## src/rtl/htfd_pkg.sv

```systemverilog
// htfd_pkg: item types, result kind codes, phase codes and the hex digit helper
// shared by the hex text frame decoder modules
// no dependencies
package htfd_pkg;

    localparam int CNT_W   = 8;   // holds any frame byte limit up to 255
    localparam int Q_DEPTH = 4;   // result queue entries
    localparam int Q_PTR_W = 2;
    localparam int Q_CNT_W = 3;

    // result kinds
    localparam logic [2:0] KIND_DATA     = 3'd0;
    localparam logic [2:0] KIND_DONE     = 3'd1;
    localparam logic [2:0] KIND_BAD      = 3'd2;
    localparam logic [2:0] KIND_UNTERM   = 3'd3;
    localparam logic [2:0] KIND_OVERFLOW = 3'd4;

    // frame phases
    localparam logic [1:0] PH_AWAIT  = 2'd0;
    localparam logic [1:0] PH_FRAME  = 2'd1;
    localparam logic [1:0] PH_IGNORE = 2'd2;

    // characters
    localparam logic [7:0] CH_OPEN  = 8'h5B;  // '['
    localparam logic [7:0] CH_CLOSE = 8'h5D;  // ']'
    localparam logic [7:0] CH_SPACE = 8'h20;
    localparam logic [7:0] CH_ZERO  = 8'h30;
    localparam logic [7:0] CH_NINE  = 8'h39;
    localparam logic [7:0] CH_UA    = 8'h41;
    localparam logic [7:0] CH_UF    = 8'h46;
    localparam logic [7:0] CH_LA    = 8'h61;
    localparam logic [7:0] CH_LF    = 8'h66;

    typedef struct packed {
        logic [7:0] character;
        logic       buffer_end;
    } in_item_t;

    typedef struct packed {
        logic [2:0] kind;
        logic [7:0] byte_value;
        logic [5:0] frame_length;
        logic       last_of_run;
    } out_item_t;

    // results of one input item, first entry always used first
    typedef struct packed {
        logic [1:0] num;
        out_item_t  item0;
        out_item_t  item1;
    } dec_res_t;

    // {is_hex, value}
    function automatic logic [4:0] hex_digit(input logic [7:0] c);
        logic [7:0] d;
        begin
            d = 8'd0;
            if (c >= CH_ZERO && c <= CH_NINE) begin
                d = c - CH_ZERO;
                hex_digit = {1'b1, d[3:0]};
            end else if (c >= CH_UA && c <= CH_UF) begin
                d = c - CH_UA + 8'd10;
                hex_digit = {1'b1, d[3:0]};
            end else if (c >= CH_LA && c <= CH_LF) begin
                d = c - CH_LA + 8'd10;
                hex_digit = {1'b1, d[3:0]};
            end else begin
                hex_digit = 5'd0;
            end
        end
    endfunction

endpackage

```

## src/rtl/htfd_decode.sv

```systemverilog
// htfd_decode: frame state registers and the per-character decode logic
// depends on htfd_pkg
module htfd_decode #(
    parameter int MAX_FRAME_BYTES = 32
) (
    input  logic               aclk,
    input  logic               aresetn,
    input  logic               take,
    input  htfd_pkg::in_item_t item,
    output htfd_pkg::dec_res_t res
);

    logic [1:0]                   phase_reg, phase_next;
    logic [3:0]                   hd_reg, hd_next;
    logic                         dp_reg, dp_next;
    logic [htfd_pkg::CNT_W-1:0]   cnt_reg, cnt_next;

    logic                         e0_valid, e1_valid;
    logic [2:0]                   e0_kind;
    logic [7:0]                   e0_val;
    logic [htfd_pkg::CNT_W-1:0]   e0_len, e1_len;
    logic [4:0]                   hx;
    htfd_pkg::out_item_t          o0, o1;

    always_comb begin
        phase_next = phase_reg;
        hd_next    = hd_reg;
        dp_next    = dp_reg;
        cnt_next   = cnt_reg;
        e0_valid   = 1'b0;
        e0_kind    = htfd_pkg::KIND_DATA;
        e0_val     = 8'd0;
        e0_len     = '0;
        hx         = htfd_pkg::hex_digit(item.character);

        unique case (phase_reg)
            htfd_pkg::PH_AWAIT: begin
                if (item.character == htfd_pkg::CH_OPEN) begin
                    phase_next = htfd_pkg::PH_FRAME;
                    hd_next    = 4'd0;
                    dp_next    = 1'b0;
                    cnt_next   = '0;
                end else begin
                    e0_valid   = 1'b1;
                    e0_kind    = htfd_pkg::KIND_BAD;
                    phase_next = htfd_pkg::PH_IGNORE;
                end
            end
            htfd_pkg::PH_FRAME: begin
                if (hx[4]) begin
                    if (dp_reg) begin
                        dp_next  = 1'b0;
                        e0_valid = 1'b1;
                        if (cnt_reg >= htfd_pkg::CNT_W'(MAX_FRAME_BYTES)) begin
                            e0_kind    = htfd_pkg::KIND_OVERFLOW;
                            e0_len     = cnt_reg;
                            phase_next = htfd_pkg::PH_IGNORE;
                        end else begin
                            cnt_next = cnt_reg + htfd_pkg::CNT_W'(1);
                            e0_kind  = htfd_pkg::KIND_DATA;
                            e0_val   = {hd_reg, hx[3:0]};
                            e0_len   = cnt_reg + htfd_pkg::CNT_W'(1);
                        end
                    end else begin
                        hd_next = hx[3:0];
                        dp_next = 1'b1;
                    end
                end else if (item.character == htfd_pkg::CH_SPACE) begin
                    // skipped
                end else if (item.character == htfd_pkg::CH_CLOSE) begin
                    e0_valid   = 1'b1;
                    e0_kind    = htfd_pkg::KIND_DONE;
                    e0_len     = cnt_reg;
                    phase_next = htfd_pkg::PH_IGNORE;
                end else begin
                    e0_valid   = 1'b1;
                    e0_kind    = htfd_pkg::KIND_BAD;
                    e0_len     = cnt_reg;
                    phase_next = htfd_pkg::PH_IGNORE;
                end
            end
            default: begin
                // ignoring the rest of the buffer
            end
        endcase

        // end of buffer inside an open frame
        e1_valid = item.buffer_end && (phase_next == htfd_pkg::PH_FRAME);
        e1_len   = cnt_next;
        if (item.buffer_end) begin
            phase_next = htfd_pkg::PH_AWAIT;
            hd_next    = 4'd0;
            dp_next    = 1'b0;
            cnt_next   = '0;
        end
    end

    always_comb begin
        o0.kind         = e0_kind;
        o0.byte_value   = e0_val;
        o0.frame_length = e0_len[5:0];
        o0.last_of_run  = !e1_valid;
        o1.kind         = htfd_pkg::KIND_UNTERM;
        o1.byte_value   = 8'd0;
        o1.frame_length = e1_len[5:0];
        o1.last_of_run  = 1'b1;
        priority if (e0_valid && e1_valid) begin
            res.num   = 2'd2;
            res.item0 = o0;
            res.item1 = o1;
        end else if (e1_valid) begin
            res.num   = 2'd1;
            res.item0 = o1;
            res.item1 = o1;
        end else begin
            res.num   = {1'b0, e0_valid};
            res.item0 = o0;
            res.item1 = o1;
        end
    end

    always_ff @(posedge aclk) begin
        if (!aresetn) begin
            phase_reg <= htfd_pkg::PH_AWAIT;
            hd_reg    <= 4'd0;
            dp_reg    <= 1'b0;
            cnt_reg   <= '0;
        end else if (take) begin
            phase_reg <= phase_next;
            hd_reg    <= hd_next;
            dp_reg    <= dp_next;
            cnt_reg   <= cnt_next;
        end
    end

    a_end_clears: assert property (@(posedge aclk) disable iff (!aresetn)
        take && item.buffer_end |=> phase_reg == htfd_pkg::PH_AWAIT && cnt_reg == '0
                                    && !dp_reg)
        else $error("buffer end did not return decoder to awaiting start");

    a_cnt_limit: assert property (@(posedge aclk) disable iff (!aresetn)
        cnt_reg <= htfd_pkg::CNT_W'(MAX_FRAME_BYTES))
        else $error("byte count beyond frame limit");

endmodule

```

## src/rtl/htfd_outq.sv

```systemverilog
// htfd_outq: four-entry result queue, takes up to two results per cycle, gives one
// depends on htfd_pkg
module htfd_outq (
    input  logic                aclk,
    input  logic                aresetn,
    input  logic                wr_en,
    input  htfd_pkg::dec_res_t  res,
    output logic                room,
    output logic                m_valid,
    input  logic                m_ready,
    output htfd_pkg::out_item_t m_data
);

    htfd_pkg::out_item_t              q_reg [htfd_pkg::Q_DEPTH];
    logic [htfd_pkg::Q_PTR_W-1:0]     wr_ptr_reg, rd_ptr_reg;
    logic [htfd_pkg::Q_CNT_W-1:0]     count_reg, count_next;
    logic [htfd_pkg::Q_CNT_W-1:0]     push_n;
    logic                             pop;

    assign push_n  = wr_en ? htfd_pkg::Q_CNT_W'(res.num) : '0;
    assign pop     = m_valid && m_ready;
    assign m_valid = count_reg != '0;
    assign m_data  = q_reg[rd_ptr_reg];
    // room for the worst case of two results
    assign room    = count_reg <= htfd_pkg::Q_CNT_W'(htfd_pkg::Q_DEPTH - 2);
    assign count_next = count_reg + push_n - htfd_pkg::Q_CNT_W'(pop);

    always_ff @(posedge aclk) begin
        if (wr_en && res.num != 2'd0) begin
            q_reg[wr_ptr_reg] <= res.item0;
        end
        if (wr_en && res.num == 2'd2) begin
            q_reg[wr_ptr_reg + htfd_pkg::Q_PTR_W'(1)] <= res.item1;
        end
    end

    always_ff @(posedge aclk) begin
        if (!aresetn) begin
            wr_ptr_reg <= '0;
            rd_ptr_reg <= '0;
            count_reg  <= '0;
        end else begin
            wr_ptr_reg <= wr_ptr_reg + htfd_pkg::Q_PTR_W'(push_n);
            rd_ptr_reg <= rd_ptr_reg + htfd_pkg::Q_PTR_W'(pop);
            count_reg  <= count_next;
        end
    end

    a_no_overrun: assert property (@(posedge aclk) disable iff (!aresetn)
        wr_en |-> count_reg <= htfd_pkg::Q_CNT_W'(htfd_pkg::Q_DEPTH - 2))
        else $error("result queue written without room");

    a_count_tracks: assert property (@(posedge aclk) disable iff (!aresetn)
        count_reg <= htfd_pkg::Q_CNT_W'(htfd_pkg::Q_DEPTH)
        && wr_ptr_reg == rd_ptr_reg + htfd_pkg::Q_PTR_W'(count_reg))
        else $error("result queue pointers and count disagree");

endmodule

```

## src/rtl/hex_text_frame_decoder.sv

```systemverilog
// hex_text_frame_decoder: top level, decodes bracketed hex text frames into bytes
// depends on htfd_pkg, htfd_decode, htfd_outq
//
//   channel  dir  handshake          payload
//   s_       in   s_valid / s_ready  htfd_pkg::in_item_t  (character, buffer_end)
//   m_       out  m_valid / m_ready  htfd_pkg::out_item_t (kind, byte_value,
//                                    frame_length, last_of_run)
//
// one character is decoded in the cycle it is accepted, results land in a
// four-entry queue and show on m_ the next cycle when no older results are queued
// s_ready is high while the queue has room for two results, so a character
// is taken every cycle as long as results drain at one per cycle
// a character that causes two results (end of buffer inside a frame) costs
// two output transfers, the queue output port sets the sustained rate
// aresetn is synchronous, clears frame state and the queue; no results pending
module hex_text_frame_decoder #(
    parameter int MAX_FRAME_BYTES = 32
) (
    input  logic                aclk,
    input  logic                aresetn,
    input  logic                s_valid,
    output logic                s_ready,
    input  htfd_pkg::in_item_t  s_data,
    output logic                m_valid,
    input  logic                m_ready,
    output htfd_pkg::out_item_t m_data
);

    logic               take;
    htfd_pkg::dec_res_t res;
    logic               room;

    // accept only with space for the worst-case pair of results
    assign s_ready = room;
    assign take    = s_valid && s_ready;

    htfd_decode #(
        .MAX_FRAME_BYTES(MAX_FRAME_BYTES)
    ) u_decode (
        .aclk    (aclk),
        .aresetn (aresetn),
        .take    (take),
        .item    (s_data),
        .res     (res)
    );

    htfd_outq u_outq (
        .aclk    (aclk),
        .aresetn (aresetn),
        .wr_en   (take),
        .res     (res),
        .room    (room),
        .m_valid (m_valid),
        .m_ready (m_ready),
        .m_data  (m_data)
    );

endmodule

```

## config.mk

```make
export PLATFORM = sky130hd
export DESIGN_NAME = hex_text_frame_decoder
export DESIGN_NICKNAME = d
export VERILOG_FILES = /design/src/rtl/htfd_pkg.sv /design/src/rtl/htfd_decode.sv /design/src/rtl/htfd_outq.sv /design/src/rtl/hex_text_frame_decoder.sv
export SDC_FILE = /design/constraint.sdc
export NUM_CORES = 1
export LEC_CHECK = 0
export BUFFER_PORTS_ARGS = -buffer_cell sky130_fd_sc_hd__buf_4
export CAP_MARGIN = 20
export CORE_MARGIN = 4
export CORE_UTILIZATION = 40
export DETAILED_ROUTE_END_ITERATION = 16
export GPL_TIMING_DRIVEN = 0
export PLACE_DENSITY = 0.66
export SETUP_SLACK_MARGIN = 0.2
export SLEW_MARGIN = 20
export SYNTH_ARGS = -nofsm -noshare
export SYNTH_HDL_FRONTEND = slang
export SYNTH_SLANG_ARGS = --single-unit
```

## constraint.sdc

```tcl
create_clock -name aclk -period 7.45 [get_ports aclk]
set_clock_uncertainty 0.1 [all_clocks]
set_input_delay 1.49 -clock aclk [delete_from_list [all_inputs] [get_ports aclk]]
set_output_delay 1.49 -clock aclk [all_outputs]
set_load 0.01 [all_outputs]
```

==> metrics.log <==
INFO  metric detailedRoute.firstIterationViolations = 361
INFO  metric netlist_top_cells_area = sky130_fd_sc_hd__dfxtp_1 (28%), sky130_fd_sc_hd__edfxtp_1 (14%), sky130_fd_sc_hd__mux4_2 (8.0%)
INFO  metric dieArea = about 14000 um2
INFO  metric critPathKind = in -> reg
INFO  metric synth.distinct_cells = 70
INFO  metric netlist.area_leader.share = between 20% and 30%
INFO  metric core_region_area = roughly 12000 um2
INFO  metric clock_latency = ~0.35 ns
INFO  metric h-tree-depth = 3
INFO  metric run_status = finished, final reports clean
INFO  metric numCtsBuffers = 9
INFO  metric drt.antenna.violating_nets = 0
INFO  metric synthesis.area = 5040 um2
INFO  metric drc = 0
INFO  metric min_path_type = reg -> reg
INFO  metric numClockSinks = 94
INFO  metric place.port_buffers = 31
INFO  metric drt_wl_total = roughly 13000 um
INFO  metric fin_crit = approximately 5.0 ns
INFO  metric max-slew-margin-rel = 44.8%
INFO  metric finished_layout_cell_area = 5770 um2
INFO  metric viasPerCell = roughly 5.8
INFO  metric syn-num-nets = between 500 and 600
INFO  metric setup_viol_count_final = 0
INFO  metric cpMostUsedCell = sky130_fd_sc_hd__inv_1
INFO  metric clock-root-buffer = sky130_fd_sc_hd__clkbuf_16
INFO  metric grtUsageTotal = 19.3%
INFO  metric dp_hpwl = slightly above 10000 um
INFO  metric clock.fmax = 199 MHz
INFO  metric synth_edf_count = 24
INFO  metric first_pass_iters = 5
INFO  metric setup_tns_after_final_layout = 0 ns
INFO  metric syn-instance-count = 521
INFO  metric grt_ovf = 0
INFO  metric max_stage_delay = around 0.65 ns
INFO  metric layout-area-overhead-vs-synth = 14.5%
INFO  metric cts_tree = built
INFO  metric fillCellCount = 1139
INFO  metric detail_route.wl_per_cell = 18.3 um
INFO  metric mostFrequentLayoutCell = sky130_fd_sc_hd__dfxtp_1
INFO  metric post_cts_resized = 0
INFO  metric power.density = roughly 250 nW/um2
INFO  metric cts_post_setup_buffers_inserted = 0
INFO  metric path_clk_slew = 0.06 ns
INFO  metric cp_data_arrival_time = between 5 and 6 ns
INFO  metric dpl_cell_area = 5490 um2
INFO  metric leakagePower = 0.00207 uW
INFO  metric worst_pin_slew = 0.825 ns
INFO  metric category_of_the_worst_setup_path_capture_point = flip-flop
INFO  metric floorplan.initialDensity = between 40% and 50%
INFO  metric drive_gt1_share = 17.3%
INFO  metric finalHoldViolCount = 0
INFO  metric grt_max_degree = 15
INFO  metric layout_common_cells = sky130_fd_sc_hd__dfxtp_1 (70), sky130_fd_sc_hd__nand2_1 (63), sky130_fd_sc_hd__nor2_1 (36)
INFO  metric grt_pass1_vias = around 4200
INFO  metric ports_placed_on_the_boundary = 33
INFO  metric slew_viol_final = 0
INFO  metric ys_ff_latch = 94
INFO  metric worst-path-max-fanout = 10
INFO  metric synth_flop_cell = sky130_fd_sc_hd__dfxtp_1
INFO  metric ys_async_sr_fraction = 0%
INFO  metric regArea = 2120 um2
INFO  metric place.gp.congestion = between 0.9 and 1
INFO  metric crit_required = 7.59 ns
INFO  metric timing.final.crit_share = about two thirds
INFO  metric area_taken_by_multi_input_logic_gates = roughly 2700 um2
INFO  metric ctsLongestPathBuffers = 2
INFO  metric placementRows = 40
INFO  metric synthesis.area_per_instance = 9.68 um2
INFO  metric yosysSeqAreaShare = 42.1%
INFO  metric insertedDiodeCount = 0
INFO  metric dieWidth = 120 um
INFO  metric power.ir.vdd_worst = 0.000103 V
INFO  metric reg2reg_setup_slack = 3.61 ns
INFO  metric crit_path_cell_chain = buf_4 -> inv_1 -> ha_1 -> or3b_1 -> nand4_2 -> a211oi_1 -> or2_2 -> nand2_1 -> inv_1 -> ha_1 -> nand3_1 -> nor2_1 -> nor2_1 -> inv_1 -> o22a_1
INFO  metric timing.max_cap.violations = 0
INFO  metric largest_register_ff_count = 72
INFO  metric synth_area_leader_cell = sky130_fd_sc_hd__dfxtp_1
INFO  metric number_of_antenna_violations_at_the_first_check_in_global_routing = 0
INFO  metric grt_setup_unrepaired = no
INFO  metric chipHeight = 120 um
INFO  metric yosys_warnings = 0
INFO  metric critPathSlowestCell = sky130_fd_sc_hd__nor2_1
INFO  metric critical_path.startpoint_type = primary input
INFO  metric grt_first_pass_wirelength = 21800 um
INFO  metric ctsHoldBuffers = 0
INFO  metric layout.nets = 591
INFO  metric num_vias = 4267
-- stage by stage --
step | total power, uW | hold WS, ns | worst slack, ns | cells | utilization (%)
floorplan | 878 | 0.320 | 3.07 | 521 | -
global placement | 1010 | 0.329 | 2.13 | 720 | 45.1
detailed placement | 1020 | 0.344 | 2.08 | 720 | 45.1
global route | 1530 | 0.387 | 2.18 | 736 | 47.5
finish | 1450 | 0.357 | 2.42 | 736 | 47.5
CTS | 1460 | 0.358 | 2.43 | 736 | 47.5
-- worst paths after layout --
check | start | end | cells past startpoint
setup reg to reg | u_decode.dp_reg | u_outq.q_reg[2][16] | 13
setup / recovery | s_data[1] | u_outq.q_reg[2][16] | 15
hold reg to reg | u_outq.q_reg[2][10] | u_outq.q_reg[2][10] | 2
hold / removal | u_outq.q_reg[2][10] | u_outq.q_reg[2][10] | 2
-- cell usage after synthesis, drive strengths merged (11+ instances only) --
master	n
nand3	11
nor3	11
mux4	18
inv	20
a21oi	37
dfxtp	70
o21ai	34
edfxtp	24
nand2	63
clkbuf	13
nor2	41
a22o	17
nand2b	13
o22ai	12
ha	14
-- area by class of cell --
type / count / share of cell area (%)
timing repair buffer: 31 / 4.03
sequential: 94 / 36.7
inverter: 21 / 1.37
clock buffer: 13 / 4.70
multi-input combinational: 384 / 47.4
tap: 168 / 3.64
clock inverter: 3 / 0.303
buffer: 22 / 1.78
-- critical path, delay by kind of cell --
family / cells / cell delay [ns]
AOI/OAI and AO/OA: 2 / 0.44
and+or+nand+nor: 7 / 2.05
adders and majority gates: 2 / 0.47
buffers and inverters: 4 / 0.69
-- power by group --
part | leakage [uW] | switching (uW) | internal [uW]
Sequential | 0.000808 | 32.8 | 584
Clock | 0.000146 | 190 | 255
Combinational | 0.00112 | 208 | 177
Total | 0.00207 | 431 | 1020
-- cell families after synthesis --
logic type                 count (synthesis)  share of synthesized area, %
muxes                                     23                          9.08
and+or+nand+nor                          196                          20.8
xor gates and xnor gates                   7                          1.22
buffers and inverters                     43                          3.60
adders and majority gates                 15                          3.87
AOI/OAI and AO/OA                        143                          19.3
DFF                                       94                          42.1
-- metal layers --
layer	global-route usage [%]	wire (um)	vias up
met3	5.14	997	25
met1	25.7	6050	2047
met5	0	0	-
met2	30.1	6170	179
met4	7.44	278	0
li1	-	-	2016
Power figures use the tool's default switching activity.
